==> config.mk <==
export PLATFORM = sky130hd
export DESIGN_NAME = icmp_echo_reply_filter
export DESIGN_NICKNAME = d
export VERILOG_FILES = /design/src/rtl/iefr_pkg.sv /design/src/rtl/iefr_capture.sv /design/src/rtl/icmp_echo_reply_filter.sv
export SDC_FILE = /design/constraint.sdc
export NUM_CORES = 1
export LEC_CHECK = 0
export ABC_AREA = 1
export BUFFER_PORTS_ARGS = -buffer_cell sky130_fd_sc_hd__buf_2
export CAP_MARGIN = 5
export CORE_MARGIN = 10
export CORE_UTILIZATION = 35
export DETAILED_ROUTE_END_ITERATION = 6
export SKIP_LAST_GASP = 1
export SYNTH_ARGS = -nofsm -noshare
export SYNTH_HDL_FRONTEND = slang
export SYNTH_HIERARCHICAL = 1
export SYNTH_SLANG_ARGS = --single-unit
==> constraint.sdc <==
create_clock -name clk -period 15.1 [get_ports clk]
set_clock_uncertainty 0.1 [all_clocks]
set_input_delay 3.02 -clock clk [delete_from_list [all_inputs] [get_ports clk]]
set_output_delay 3.02 -clock clk [all_outputs]
set_load 0.01 [all_outputs]
==> src/rtl/iefr_pkg.sv <==
// shared types and constants for the icmp echo reply filter
`timescale 1ns / 1ps

package iefr_pkg;

  localparam logic [15:0] POS_MAX = 16'hFFFF;

  typedef enum logic [2:0] {
    VERDICT_MATCH      = 3'd0,
    VERDICT_NOT_IPV4   = 3'd1,
    VERDICT_WRONG_SRC  = 3'd2,
    VERDICT_TOO_SHORT  = 3'd3,
    VERDICT_NOT_REPLY  = 3'd4,
    VERDICT_BAD_CODE   = 3'd5,
    VERDICT_WRONG_ID   = 3'd6,
    VERDICT_TRUNCATED  = 3'd7
  } verdict_t;

  localparam logic CFG_EXPECTED_SOURCE = 1'b0;
  localparam logic CFG_ECHO_IDENT      = 1'b1;

  typedef struct packed {
    logic [15:0] position;
    logic [3:0]  version;
    logic [3:0]  header_words;
    logic [15:0] total_length;
    logic [7:0]  ttl;
    logic [31:0] source;
    logic [31:0] dest;
    logic [7:0]  msg_type;
    logic [7:0]  msg_code;
    logic [15:0] ident;
    logic [15:0] sequence_num;
  } fields_t;

endpackage

==> src/rtl/iefr_capture.sv <==
// per-packet field capture registers and their next-value logic
`timescale 1ns / 1ps

module iefr_capture (
  input  logic              clk,
  input  logic              rst,
  input  logic              take,
  input  logic [7:0]        data,
  input  logic              last,
  output iefr_pkg::fields_t fields_next
);

  iefr_pkg::fields_t fields;
  logic [3:0]        hw_eff;
  logic [15:0]       off;
  logic              live;

  always_comb begin
    live   = fields.position != iefr_pkg::POS_MAX;
    hw_eff = (fields.position == 16'd0) ? data[3:0] : fields.header_words;
    off    = {10'd0, hw_eff, 2'b00};
    fields_next = fields;
    fields_next.position = live ? fields.position + 16'd1 : fields.position;
    if (live) begin
      if (fields.position == 16'd0) begin
        fields_next.version      = data[7:4];
        fields_next.header_words = data[3:0];
      end
      if (fields.position == 16'd2)  fields_next.total_length[15:8] = data;
      if (fields.position == 16'd3)  fields_next.total_length[7:0]  = data;
      if (fields.position == 16'd8)  fields_next.ttl                = data;
      if (fields.position == 16'd12) fields_next.source[31:24]      = data;
      if (fields.position == 16'd13) fields_next.source[23:16]      = data;
      if (fields.position == 16'd14) fields_next.source[15:8]       = data;
      if (fields.position == 16'd15) fields_next.source[7:0]        = data;
      if (fields.position == 16'd16) fields_next.dest[31:24]        = data;
      if (fields.position == 16'd17) fields_next.dest[23:16]        = data;
      if (fields.position == 16'd18) fields_next.dest[15:8]         = data;
      if (fields.position == 16'd19) fields_next.dest[7:0]          = data;
      // icmp header sits at header length times four
      if (fields.position == off)          fields_next.msg_type           = data;
      if (fields.position == off + 16'd1)  fields_next.msg_code           = data;
      if (fields.position == off + 16'd4)  fields_next.ident[15:8]        = data;
      if (fields.position == off + 16'd5)  fields_next.ident[7:0]         = data;
      if (fields.position == off + 16'd6)  fields_next.sequence_num[15:8] = data;
      if (fields.position == off + 16'd7)  fields_next.sequence_num[7:0]  = data;
    end
  end

  always_ff @(posedge clk) begin
    if (rst) begin
      fields <= '0;
    end else if (take) begin
      fields <= last ? '0 : fields_next;
    end
  end

endmodule

==> src/rtl/icmp_echo_reply_filter.sv <==
// top level: icmp echo reply filter with config registers and result register
// accepts one packet byte per cycle, back to back, unless a pending result is stalled
// the verdict for a packet appears in the cycle after the transfer of its last byte
// a pending result stalls input only while out_ready is low
// throughput is set by the single capture register update per byte
// rst clears the config registers, the capture state and the result valid
`timescale 1ns / 1ps

module icmp_echo_reply_filter (
  input  logic        clk,
  input  logic        rst,
  input  logic        in_valid,
  output logic        in_ready,
  input  logic [7:0]  packet_byte,
  input  logic        last_byte,
  output logic        out_valid,
  input  logic        out_ready,
  output logic [2:0]  verdict,
  output logic [15:0] echo_sequence,
  output logic [7:0]  time_to_live,
  output logic [31:0] destination_address,
  output logic [15:0] received_length,
  input  logic        cfg_write,
  input  logic        cfg_index,
  input  logic [31:0] cfg_data
);

  logic [31:0]        expected_source;
  logic [15:0]        echo_ident;
  logic               take;
  iefr_pkg::fields_t  fields_next;
  iefr_pkg::verdict_t verdict_next;
  logic [6:0]         icmp_end;
  logic [6:0]         need;

  assign in_ready = !out_valid || out_ready;
  assign take     = in_valid && in_ready;

  iefr_capture u_capture (
    .clk         (clk),
    .rst         (rst),
    .take        (take),
    .data        (packet_byte),
    .last        (last_byte),
    .fields_next (fields_next)
  );

  always_ff @(posedge clk) begin
    if (rst) begin
      expected_source <= '0;
      echo_ident      <= '0;
    end else if (cfg_write) begin
      case (cfg_index)
        iefr_pkg::CFG_EXPECTED_SOURCE: expected_source <= cfg_data;
        iefr_pkg::CFG_ECHO_IDENT:      echo_ident      <= cfg_data[15:0];
        default: ;
      endcase
    end
  end

  always_comb begin
    icmp_end = {1'b0, fields_next.header_words, 2'b00} + 7'd8;
    need     = (icmp_end > 7'd20) ? icmp_end : 7'd20;
    if (fields_next.version != 4'd4) begin
      verdict_next = iefr_pkg::VERDICT_NOT_IPV4;
    end else if (fields_next.position < {9'd0, need}) begin
      verdict_next = iefr_pkg::VERDICT_TRUNCATED;
    end else if (fields_next.source != expected_source) begin
      verdict_next = iefr_pkg::VERDICT_WRONG_SRC;
    end else if (fields_next.total_length < {9'd0, icmp_end}) begin
      verdict_next = iefr_pkg::VERDICT_TOO_SHORT;
    end else if (fields_next.msg_type != 8'd0) begin
      verdict_next = iefr_pkg::VERDICT_NOT_REPLY;
    end else if (fields_next.msg_code != 8'd0) begin
      verdict_next = iefr_pkg::VERDICT_BAD_CODE;
    end else if (fields_next.ident != echo_ident) begin
      verdict_next = iefr_pkg::VERDICT_WRONG_ID;
    end else begin
      verdict_next = iefr_pkg::VERDICT_MATCH;
    end
  end

  always_ff @(posedge clk) begin
    if (rst) begin
      out_valid <= 1'b0;
    end else if (take && last_byte) begin
      out_valid <= 1'b1;
    end else if (out_ready) begin
      out_valid <= 1'b0;
    end
  end

  always_ff @(posedge clk) begin
    if (take && last_byte) begin
      verdict             <= verdict_next;
      echo_sequence       <= fields_next.sequence_num;
      time_to_live        <= fields_next.ttl;
      destination_address <= fields_next.dest;
      received_length     <= fields_next.position;
    end
  end

endmodule

==> insert_results.sql, run 1 <==
INSERT INTO impl_metrics (metric_group, metric, value, unit) VALUES
('flow_run', 'drv.max_cap_violation_count', '0', ''),
('cts', 'cts-buffers-inserted', '34', ''),
('routing', 'route.detailed.wl_per_inst', '15.3', 'um'),
('power', 'pwr-share-clk', '43.8', '%'),
('sta', 'final_max_slew_viol_count', '0', ''),
('sta', 'setup_total_negative_slack', '0', 'ps'),
('setup_path', 'critical_path.startpoint_type', 'input pin', ''),
('setup_path', 'end_kind', 'primary output', ''),
('sta', 'max_freq', '0.150', 'GHz'),
('setup_path', 'r2r_start', 'u_capture/fields[144]', ''),
('power', 'power_frac_seq', '46.2', '%'),
('finish', 'post-route-cell-area', '16400', 'um2'),
('sta', 'setup_viol_count_final', '0', ''),
('floorplan', 'floorplan.rows', '74', ''),
('routing', 'dr.pass1.iters', '5', ''),
('sta', 'grt_setup_unrepaired', 'false', ''),
('global_routing', 'globalRoute.totalOverflow', '0', ''),
('cts', 'clock_tree.htree_level_count', '2', ''),
('power', 'netSwitchingPower', '0.454', 'mW'),
('synthesis', 'yosysWarnings', '6', ''),
('place', 'sum_of_net_half_perimeters_after_detailed_placement', '25.3', 'mm'),
('setup_path', 'timing_worst_setup_path_type', 'in -> out', ''),
('power', 'cellInternalPower', '1.29', 'mW'),
('min_path', 'whs_path_depth', '2', ''),
('min_path', 'hold_class', 'reg -> reg', ''),
('routing', 'postRouteAntennaNets', '0', ''),
('synthesis', 'average_size_of_a_mapped_cell', '7.56', 'um2'),
('routing', 'route.detailed.vias_per_inst', '4.88', ''),
('finish', 'layout-drive-gt1-share', '11.3', '%'),
('global_routing', 'first_pass_grt_wire_length', '62.0', 'mm'),
('floorplan', 'die_area', '49700', 'um2'),
('power', 'static-leakage-power', '7.55', 'nW'),
('setup_path', 'maximum_fanout_count_along_the_critical_path', '4', ''),
('cts', 'cts_resized', '0', ''),
('floorplan', 'floorplan.initialDensity', '35.4', '%'),
('finish', 'syn_to_final_growth', '13.6', '%'),
('sta', 'final-hold-violation-count', '0', ''),
('routing', 'remaining_drc_errors', '0', ''),
('sta', 'max_slew.worst_pin.slew', '1120', 'ps'),
('cts', 'clock_latency_reported_for_the_late_side_of_the_worst_skew_pair', '530', 'ps'),
('global_routing', 'grt_pass1_vias', '11500', ''),
('synthesis', 'syn_inst', '1906', ''),
('setup_path', 'worst_r2r_path_depth', '21', ''),
('place', 'port_buffers', '123', ''),
('cts', 'tritoncts', 'yes', ''),
('cts', 'cts.sink_count', '282', ''),
('setup_path', 'arrival', '3570', 'ps'),
('routing', 'vias', '12400', ''),
('power', 'share_comb_of_total_power', '10.0', '%'),
('place', 'placed_cells_incl_taps', '2475', ''),
('setup_path', 'worstSetupStartpoint', 'out_ready', ''),
('setup_path', 'rrSetupSlack', '10900', 'ps'),
('routing', 'initialDrtViolationCount', '980', ''),
('floorplan', 'io_pins', '124', ''),
('sta', 'layout_min_cycle_time', '6690', 'ps'),
('power', 'irDropWorstVdd', '0.0000553', 'V'),
('status', 'run_status', 'finished clean', ''),
('place', 'gpl.final_weighted_congestion', '0.848', ''),
('setup_path', 'rr_endpoint', 'verdict[2]', ''),
('floorplan', 'die_y', '223', 'um'),
('finish', 'post_layout_nonfiller_instances', '2537', ''),
('cts', 'postCtsSetupRepairBufs', '0', ''),
('sta', 'final_min_period_over_clock_period', '44.3', '%'),
('floorplan', 'floorplan.die.width', '223', 'um'),
('min_path', 'min_from', 'u_capture/fields[1]', ''),
('synthesis', 'mappedNetlistArea', '14400', 'um2'),
('routing', 'routed_wirelength', '38.7', 'mm'),
('setup_path', 'worst_ep_required_time', '11980', 'ps'),
('power', 'totalPowerFinal', '1.74', 'mW'),
('sta', 'max_slew_margin', '25.5', '%'),
('cts', 'clock_tree.root_cell', 'sky130_fd_sc_hd__clkbuf_16', ''),
('floorplan', 'core-area', '40700', 'um2'),
('place', 'post_place_instance_area', '15400', 'um2'),
('min_path', 'hold-path-endpoint', 'u_capture/fields[1]', ''),
('synthesis', 'syn-num-nets', '1969', ''),
('power', 'power.share.switching', '26.1', '%'),
('global_routing', 'maximum_number_of_pins_on_one_net_before_global_route_repair', '159', ''),
('global_routing', 'grt_antenna_before_repair', '3', ''),
('global_routing', 'grt_usage', '15.1', '%'),
('power', 'power_density', '106', 'nW/um2'),
('cts', 'path_clk_slew', '50', 'ps'),
('finish', 'layout.nets', '2042', ''),
('cts', 'post_cts_hold_buffer_count', '0', ''),
('cts', 'clock_path_buffers', '3', '');
-- sequential cells by signal, indices dropped and copies added (netlist names) --
name,count
echo_sequence,16
out_valid,1
destination_address,32
u_capture/fields,158
echo_ident,16
verdict,3
expected_source,32
time_to_live,8
received_length,16
-- power groups by stage --
stage	logic, mW	clock network, mW	registers [mW]
final	0.175	0.762	0.804
after CTS	0.176	0.784	0.804
after floorplan	0.122	0	0.823
after global placement	0.173	0	0.820
after detailed placement	0.175	0	0.821
after global routing	0.196	0.814	0.806
-- final cells by class --
class	count	area, um2
clock inverters	11	67.6
diodes	1	2.50
fillers	4128	24400
flip-flops and latches	282	6400
clock buffers	50	962
repair buffers	128	668
multi-input cells	1274	6650
well taps	532	666
inverters	259	975
-- layout by cell type, fill, tap and decap left out, types with 8 or more instances in the layout --
master,instances
sky130_fd_sc_hd__inv_1,249
sky130_fd_sc_hd__buf_2,122
sky130_fd_sc_hd__xor2_1,13
sky130_fd_sc_hd__xnor2_1,24
sky130_fd_sc_hd__ha_1,16
sky130_fd_sc_hd__and2_1,48
sky130_fd_sc_hd__nand2_1,512
sky130_fd_sc_hd__edfxtp_1,75
sky130_fd_sc_hd__nand4_1,59
sky130_fd_sc_hd__nor4_1,8
sky130_fd_sc_hd__clkbuf_16,35
sky130_fd_sc_hd__o21ai_0,56
sky130_fd_sc_hd__dfxtp_1,207
sky130_fd_sc_hd__mux2i_1,78
sky130_fd_sc_hd__nand3_1,81
sky130_fd_sc_hd__nor2_1,116
sky130_fd_sc_hd__inv_2,8
sky130_fd_sc_hd__clkbuf_1,12
sky130_fd_sc_hd__a21oi_1,202
sky130_fd_sc_hd__nor2_4,9
sky130_fd_sc_hd__nand2_2,11
-- critical path, stage by stage --
cell                     delay (ps)
sky130_fd_sc_hd__buf_2           90
sky130_fd_sc_hd__nor2_1         240
sky130_fd_sc_hd__inv_1           60
sky130_fd_sc_hd__buf_2          140
-- stage by stage --
step	worst slack [ps]	hold slack [ps]	util, %
floorplan	5810	336	-
global placement	8430	344	37.7
detailed placement	8410	351	37.7
CTS	8410	361	40.2
global route	8330	374	40.2
finish	8410	362	40.2
-- per-layer routing --
metal | vias to the layer above | routed length (um) | track usage [%]
met4 | 4 | 650 | 3.71
met2 | 278 | 17600 | 23.7
met5 | - | 14 | 0
met3 | 57 | 2360 | 3.50
met1 | 5781 | 18000 | 20.4
li1 | 6266 | - | -
-- worst max path at each step --
stage	cells after the start	slack (ps)	to
finish	4	8410	in_ready
global route	4	8330	in_ready
CTS	4	8410	in_ready
detailed placement	4	8410	in_ready
global placement	4	8430	in_ready
floorplan	2	5810	destination_address[0]
No activity file was read; power rests on OpenSTA's default activity.
==> run 2, diff against run 1 <==
Clock period 15.1 ns to 5.96 ns, I/O delays scaled along.
==> run 2 against run 1 <==
  * Cell area is 0.37% lower
  * First-iteration DRC count is 8.9% lower
  * Combinational power grew to 2.5 times the previous value
  * Worst hold slack better by 0.63 ps
  * Routed wire length is 0.15% lower
  * Sequential power grew to 2.5 times the previous value
  * Via count is 0.15% higher
==> insert_results.sql, run 2 (same netlist as run 1, synthesis figures left out) <==
INSERT INTO impl_metrics (metric_group, metric, value, unit) VALUES
('status', 'run_status', 'finished clean', ''),
('power', 'power_frac_seq', '48.0', '%'),
('setup_path', 'worstSetupStartpoint', 'u_capture/fields[144]', ''),
('power', 'static-leakage-power', '7.54', 'nW'),
('power', 'pwr-share-clk', '41.5', '%'),
('cts', 'cts_resized', '0', ''),
('min_path', 'whs_path_depth', '2', ''),
('finish', 'syn_to_final_growth', '13.2', '%'),
('finish', 'layout-drive-gt1-share', '11.2', '%'),
('power', 'power_density', '260', 'nW/um2'),
('setup_path', 'end_kind', 'flop', ''),
('global_routing', 'first_pass_grt_wire_length', '62.1', 'mm'),
('global_routing', 'grt_antenna_before_repair', '5', ''),
('cts', 'tritoncts', 'yes', ''),
('cts', 'cts-buffers-inserted', '30', ''),
('routing', 'routed_wirelength', '38.6', 'mm'),
('floorplan', 'floorplan.rows', '74', ''),
('finish', 'layout.nets', '2044', ''),
('min_path', 'hold-path-endpoint', 'u_capture/fields[23]', ''),
('floorplan', 'floorplan.initialDensity', '35.4', '%'),
('routing', 'vias', '12400', ''),
('sta', 'final_min_period_over_clock_period', '68.8', '%'),
('global_routing', 'globalRoute.totalOverflow', '0', ''),
('sta', 'setup_viol_count_final', '0', ''),
('setup_path', 'r2r_start', 'u_capture/fields[144]', ''),
('setup_path', 'timing_worst_setup_path_type', 'reg -> reg', ''),
('power', 'share_comb_of_total_power', '10.5', '%'),
('power', 'power.share.switching', '26.0', '%'),
('cts', 'clock_tree.htree_level_count', '1', ''),
('setup_path', 'rr_endpoint', 'verdict[1]', ''),
('sta', 'max_slew_margin', '16.0', '%'),
('power', 'totalPowerFinal', '4.24', 'mW'),
('setup_path', 'maximum_fanout_count_along_the_critical_path', '16', ''),
('finish', 'n_fill_cell', '4251', ''),
('routing', 'initialDrtViolationCount', '893', ''),
('finish', 'reg.largest.list', 'u_capture/fields x158, destination_address x32, expected_source x32', ''),
('cts', 'clock_path_buffers', '3', ''),
('cts', 'clock_tree.root_cell', 'sky130_fd_sc_hd__clkbuf_16', ''),
('floorplan', 'core-area', '40700', 'um2'),
('finish', 'largest_register_ffs', '158', ''),
('setup_path', 'worst_ep_required_time', '6180', 'ps'),
('sta', 'max_slew.worst_pin.slew', '1260', 'ps'),
('finish', 'final_common_cell', 'sky130_fd_sc_hd__nand2_1', ''),
('routing', 'route.detailed.wl_per_inst', '15.2', 'um'),
('place', 'sum_of_net_half_perimeters_after_detailed_placement', '26.4', 'mm'),
('floorplan', 'die_area', '49700', 'um2'),
('setup_path', 'arrival', '4320', 'ps'),
('floorplan', 'io_pins', '124', ''),
('setup_path', 'critical_path.startpoint_type', 'flop', ''),
('power', 'irDropWorstVdd', '0.000170', 'V'),
('min_path', 'hold_class', 'reg -> reg', ''),
('global_routing', 'grt_usage', '15.1', '%'),
('finish', 'final_core_utilization', '40.1', '%'),
('floorplan', 'die_y', '223', 'um'),
('routing', 'route.detailed.vias_per_inst', '4.89', ''),
('cts', 'path_clk_slew', '60', 'ps'),
('global_routing', 'maximum_number_of_pins_on_one_net_before_global_route_repair', '104', ''),
('cts', 'clock_latency_reported_for_the_late_side_of_the_worst_skew_pair', '590', 'ps'),
('flow_run', 'drv.max_cap_violation_count', '0', ''),
('sta', 'final_max_slew_viol_count', '0', ''),
('setup_path', 'rrSetupSlack', '1860', 'ps'),
('sta', 'final-hold-violation-count', '0', ''),
('routing', 'dr.pass1.iters', '7', ''),
('sta', 'grt_setup_unrepaired', 'false', ''),
('global_routing', 'grt_pass1_vias', '11700', ''),
('routing', 'postRouteAntennaNets', '0', ''),
('power', 'cellInternalPower', '3.14', 'mW'),
('sta', 'max_freq', '0.244', 'GHz'),
('min_path', 'min_from', 'u_capture/fields[23]', ''),
('finish', 'top_register', 'u_capture/fields', ''),
('setup_path', 'worst_r2r_path_depth', '20', ''),
('sta', 'setup_total_negative_slack', '0', 'ps'),
('place', 'port_buffers', '123', ''),
('floorplan', 'floorplan.die.width', '223', 'um'),
('power', 'netSwitchingPower', '1.11', 'mW'),
('sta', 'layout_min_cycle_time', '4100', 'ps'),
('finish', 'mostFrequentLayoutCells', '512 x sky130_fd_sc_hd__nand2_1, 249 x sky130_fd_sc_hd__inv_1, 207 x sky130_fd_sc_hd__dfxtp_1', ''),
('cts', 'post_cts_hold_buffer_count', '0', ''),
('cts', 'postCtsSetupRepairBufs', '0', ''),
('place', 'gpl.final_weighted_congestion', '0.866', ''),
('cts', 'cts.sink_count', '282', ''),
('routing', 'remaining_drc_errors', '0', '');
==> run 2: final cells by class <==
type                            instances  area (um2)  share of cell area, %
Timing Repair Buffer                  134         701                   4.29
Inverter                              259         975                   5.97
Sequential cell                       282        6400                   39.2
Clock buffer                           44         823                   5.04
Clock inverter                         12         104                  0.636
Tap cell                              532         666                   4.08
Antenna cell                            2        5.00                 0.0307
Multi-Input combinational cell       1274        6650                   40.8
==> run 2: per-layer routing <==
metal | GRT usage [%] | vias to the layer above | share of wire, % | routed length (um)
li1 | - | 6276 | - | -
met1 | 20.2 | 5771 | 46 | 17900
met2 | 24.7 | 297 | 46 | 17600
met3 | 2.62 | 55 | 6.2 | 2400
met4 | 3.68 | 6 | 1.7 | 669
met5 | 0 | - | 0.057 | 22
==> run 2: worst max path at each step <==
stage                              to  slack (ps)  cells after the start
2_1_floorplan  destination_address[0]        1170                      2
3_3_place_gp               verdict[2]        1740                     20
3_5_place_dp               verdict[1]        1660                     20
4_1_cts                    verdict[1]        1900                     20
5_1_grt                    verdict[1]        1490                     21
6_report                   verdict[1]        1860                     20
==> run 2: worst max-delay path, stage by stage (launching register included) <==
cell,delay [ps]
sky130_fd_sc_hd__dfxtp_1,470
sky130_fd_sc_hd__ha_1,260
sky130_fd_sc_hd__inv_1,70
sky130_fd_sc_hd__nor2_1,210
sky130_fd_sc_hd__nand3_1,180
sky130_fd_sc_hd__nor2_2,190
sky130_fd_sc_hd__nand3_1,410
sky130_fd_sc_hd__nand2_1,260
sky130_fd_sc_hd__nor2_1,90
sky130_fd_sc_hd__nand4_1,480
sky130_fd_sc_hd__nor2_1,90
sky130_fd_sc_hd__a21oi_1,150
sky130_fd_sc_hd__inv_1,140
sky130_fd_sc_hd__xnor2_1,150
sky130_fd_sc_hd__nand2_1,80
sky130_fd_sc_hd__nor2_1,90
sky130_fd_sc_hd__nand2_1,60
sky130_fd_sc_hd__nor2_1,110
sky130_fd_sc_hd__nand3_1,100
sky130_fd_sc_hd__nor2_1,100
sky130_fd_sc_hd__a21oi_1,70
==> run 2: through the flow <==
step           worst slack [ps]  cells  area, um2  hold WS (ps)
4_1_cts                    1900   2537      16300           362
3_3_place_gp               1740   2481      15400           346
5_1_grt                    1490   2539      16300           375
2_1_floorplan              1170   1906      14400           336
6_report                   1860   2539      16300           363
3_5_place_dp               1660   2481      15400           354
==> run 2: power by group through the flow <==
stage	combinational, mW	sequential [mW]	clock [mW]
floorplan	0.309	2.08	0
global placement	0.441	2.08	0
detailed placement	0.447	2.08	0
CTS	0.448	2.04	1.81
global route	0.501	2.04	1.88
finish	0.445	2.04	1.76
==> run 3, diff against run 2 <==
Clock period 5.96 ns to 3.7 ns, I/O delays scaled along.
==> run 3 against run 2 <==
  * First-iteration DRC count decreased by 6.2%
  * Routed wire length increased by 2.7%
  * Die area unchanged
  * Sequential share of layout area decreased by 1.3 points
  * Worst setup slack got worse by 1600 ps
  * Register-to-register slack got worse by 1600 ps
  * Sequential power increased by 61%
  * Power increased by 66%
  * Fmax increased by 18%
  * Final cell count increased by 1.5%
  * Largest power group unchanged
==> insert_results.sql, run 3 (same netlist as run 1, synthesis figures left out) <==
INSERT INTO impl_metrics (metric_group, metric, value, unit) VALUES
('finish', 'reg.largest.list', 'u_capture/fields x158, destination_address x32, expected_source x32', ''),
('routing', 'postRouteAntennaNets', '0', ''),
('floorplan', 'core-area', '40700', 'um2'),
('setup_path', 'timing_worst_setup_path_type', 'reg -> reg', ''),
('power', 'power_density', '417', 'nW/um2'),
('setup_path', 'end_kind', 'flop', ''),
('routing', 'initialDrtViolationCount', '838', ''),
('place', 'port_buffers', '123', ''),
('sta', 'setup_viol_count_final', '0', ''),
('place', 'sum_of_net_half_perimeters_after_detailed_placement', '27.1', 'mm'),
('cts', 'path_clk_slew', '60', 'ps'),
('cts', 'cts-buffers-inserted', '31', ''),
('min_path', 'hold_class', 'in -> reg', ''),
('setup_path', 'maximum_fanout_count_along_the_critical_path', '9', ''),
('power', 'static-leakage-power', '7.80', 'nW'),
('cts', 'cts.sink_count', '282', ''),
('floorplan', 'floorplan.initialDensity', '35.4', '%'),
('global_routing', 'grt_usage', '15.2', '%'),
('status', 'run_status', 'finished clean', ''),
('sta', 'final_min_period_over_clock_period', '93.6', '%'),
('global_routing', 'grt_antenna_before_repair', '1', ''),
('routing', 'routed_wirelength', '39.7', 'mm'),
('routing', 'route.detailed.vias_per_inst', '4.83', ''),
('sta', 'final.setup.worst_slack', '238', 'ps'),
('sta', 'max_slew.worst_pin.slew', '1110', 'ps'),
('cts', 'clock_tree.root_cell', 'sky130_fd_sc_hd__clkbuf_16', ''),
('finish', 'mostFrequentLayoutCells', '506 x sky130_fd_sc_hd__nand2_1, 247 x sky130_fd_sc_hd__inv_1, 207 x sky130_fd_sc_hd__dfxtp_1', ''),
('floorplan', 'floorplan.die.width', '223', 'um'),
('routing', 'vias', '12400', ''),
('sta', 'setup_total_negative_slack', '0', 'ps'),
('setup_path', 'arrival', '3690', 'ps'),
('sta', 'layout_min_cycle_time', '3460', 'ps'),
('place', 'place_ws', '-19.6', 'ps'),
('global_routing', 'maximum_number_of_pins_on_one_net_before_global_route_repair', '111', ''),
('finish', 'multiInputGateArea', '6760', 'um2'),
('floorplan', 'die_area', '49700', 'um2'),
('power', 'irDropWorstVdd', '0.000270', 'V'),
('floorplan', 'io_pins', '124', ''),
('routing', 'dr.pass1.iters', '5', ''),
('global_routing', 'globalRoute.totalOverflow', '0', ''),
('cts', 'clock_path_buffers', '3', ''),
('finish', 'syn_to_final_growth', '17.0', '%'),
('setup_path', 'worst_ep_required_time', '3930', 'ps'),
('place', 'gpl.final_weighted_congestion', '0.879', ''),
('finish', 'area.sequential', '6400', 'um2'),
('finish', 'final_common_cell', 'sky130_fd_sc_hd__nand2_1', ''),
('finish', 'largest_register_ffs', '158', ''),
('flow_run', 'drv.max_cap_violation_count', '0', ''),
('routing', 'route.detailed.wl_per_inst', '15.4', 'um'),
('sta', 'max_freq', '0.289', 'GHz'),
('finish', 'final_core_utilization', '41.4', '%'),
('global_routing', 'first_pass_grt_wire_length', '62.6', 'mm'),
('sta', 'max_slew_margin', '25.7', '%'),
('sta', 'final-hold-violation-count', '0', ''),
('cts', 'tritoncts', 'yes', ''),
('finish', 'layout-drive-gt1-share', '14.2', '%'),
('finish', 'top_register', 'u_capture/fields', ''),
('finish', 'layout.nets', '2084', ''),
('finish', 'antennaDiodeCount', '0', ''),
('sta', 'final.hold.worst_slack', '292', 'ps'),
('routing', 'remaining_drc_errors', '0', ''),
('cts', 'clock_latency_reported_for_the_late_side_of_the_worst_skew_pair', '580', 'ps'),
('floorplan', 'die_y', '223', 'um'),
('floorplan', 'floorplan.rows', '74', ''),
('setup_path', 'critical_path.startpoint_type', 'flop', ''),
('global_routing', 'grt_pass1_vias', '11800', ''),
('sta', 'final_max_slew_viol_count', '0', ''),
('cts', 'clock_tree.htree_level_count', '1', ''),
('setup_path', 'rrSetupSlack', '240', 'ps'),
('finish', 'n_fill_cell', '4165', ''),
('power', 'totalPowerFinal', '7.04', 'mW');
## run 3: repair_timing
action / CTS / global route
pin swaps: 3 / 8
gates cloned: 1 / 0
buffers inserted: 3 / 8
endpoints found under the setup margin: 2 / 3
gates resized for setup: 0 / 24
hold buffers: 0 / 0
## run 3: final cells by class
| cell class | count | area share [%] |
|---|---|---|
| clock inverter | 23 | 0.898 |
| multi-input combinational | 1275 | 40.1 |
| timing repair buffer | 172 | 6.46 |
| clock buffer | 35 | 4.87 |
| sequential | 282 | 37.9 |
| inverter | 259 | 5.78 |
| tap | 532 | 3.95 |
## run 3: where the power goes
part | internal, mW | switching (mW) | total [mW]
logic | 0.263 | 0.531 | 0.794
registers | 3.24 | 0.0454 | 3.28
clock network | 1.66 | 1.30 | 2.96
total | 5.16 | 1.88 | 7.04
## run 3: final timing paths
check | from | end | depth (start not counted)
hold reg to reg | expected_source[10] | expected_source[10] | 2
setup / recovery | u_capture/fields[145] | verdict[2] | 24
hold / removal | cfg_data[28] | expected_source[28] | 3
setup reg to reg | u_capture/fields[145] | verdict[2] | 24
## run 3: metrics by stage
step                      instance area, um2  std cells
after floorplan                        14400       1906
after global placement                 15600       2508
after detailed placement               15600       2508
after CTS                              16700       2570
after global routing                   16900       2578
final                                  16900       2578
## run 3: per-layer routing
metal  wire length [um]  track usage, %  part of all wire [%]
met4                716            4.01                   1.8
met5                  7               0                 0.018
met3               2130            2.35                   5.4
met1              18800            20.3                    47
met2              18100            24.9                    46
## run 3: worst max-delay path, stage by stage, from the launching register on
cell and delay [ps]:
sky130_fd_sc_hd__dfxtp_1 350, sky130_fd_sc_hd__inv_2 110, sky130_fd_sc_hd__ha_4 160, sky130_fd_sc_hd__nand2_2 100
sky130_fd_sc_hd__nor2_8 160, sky130_fd_sc_hd__nand2_4 70, sky130_fd_sc_hd__nand2_1 110, sky130_fd_sc_hd__nand2_1 120
sky130_fd_sc_hd__ha_4 240, sky130_fd_sc_hd__xnor2_2 180, sky130_fd_sc_hd__nand2_2 130, sky130_fd_sc_hd__nor2_4 140
sky130_fd_sc_hd__buf_12 140, sky130_fd_sc_hd__nand3_4 140, sky130_fd_sc_hd__nand2_2 90, sky130_fd_sc_hd__and2_1 140
sky130_fd_sc_hd__inv_1 40, sky130_fd_sc_hd__nand2_1 60, sky130_fd_sc_hd__nand2_1 50, sky130_fd_sc_hd__nor2_1 100
sky130_fd_sc_hd__nand3_1 80, sky130_fd_sc_hd__nor2_1 140, sky130_fd_sc_hd__nand3_1 100, sky130_fd_sc_hd__nand3_2 90
sky130_fd_sc_hd__a21oi_2 60
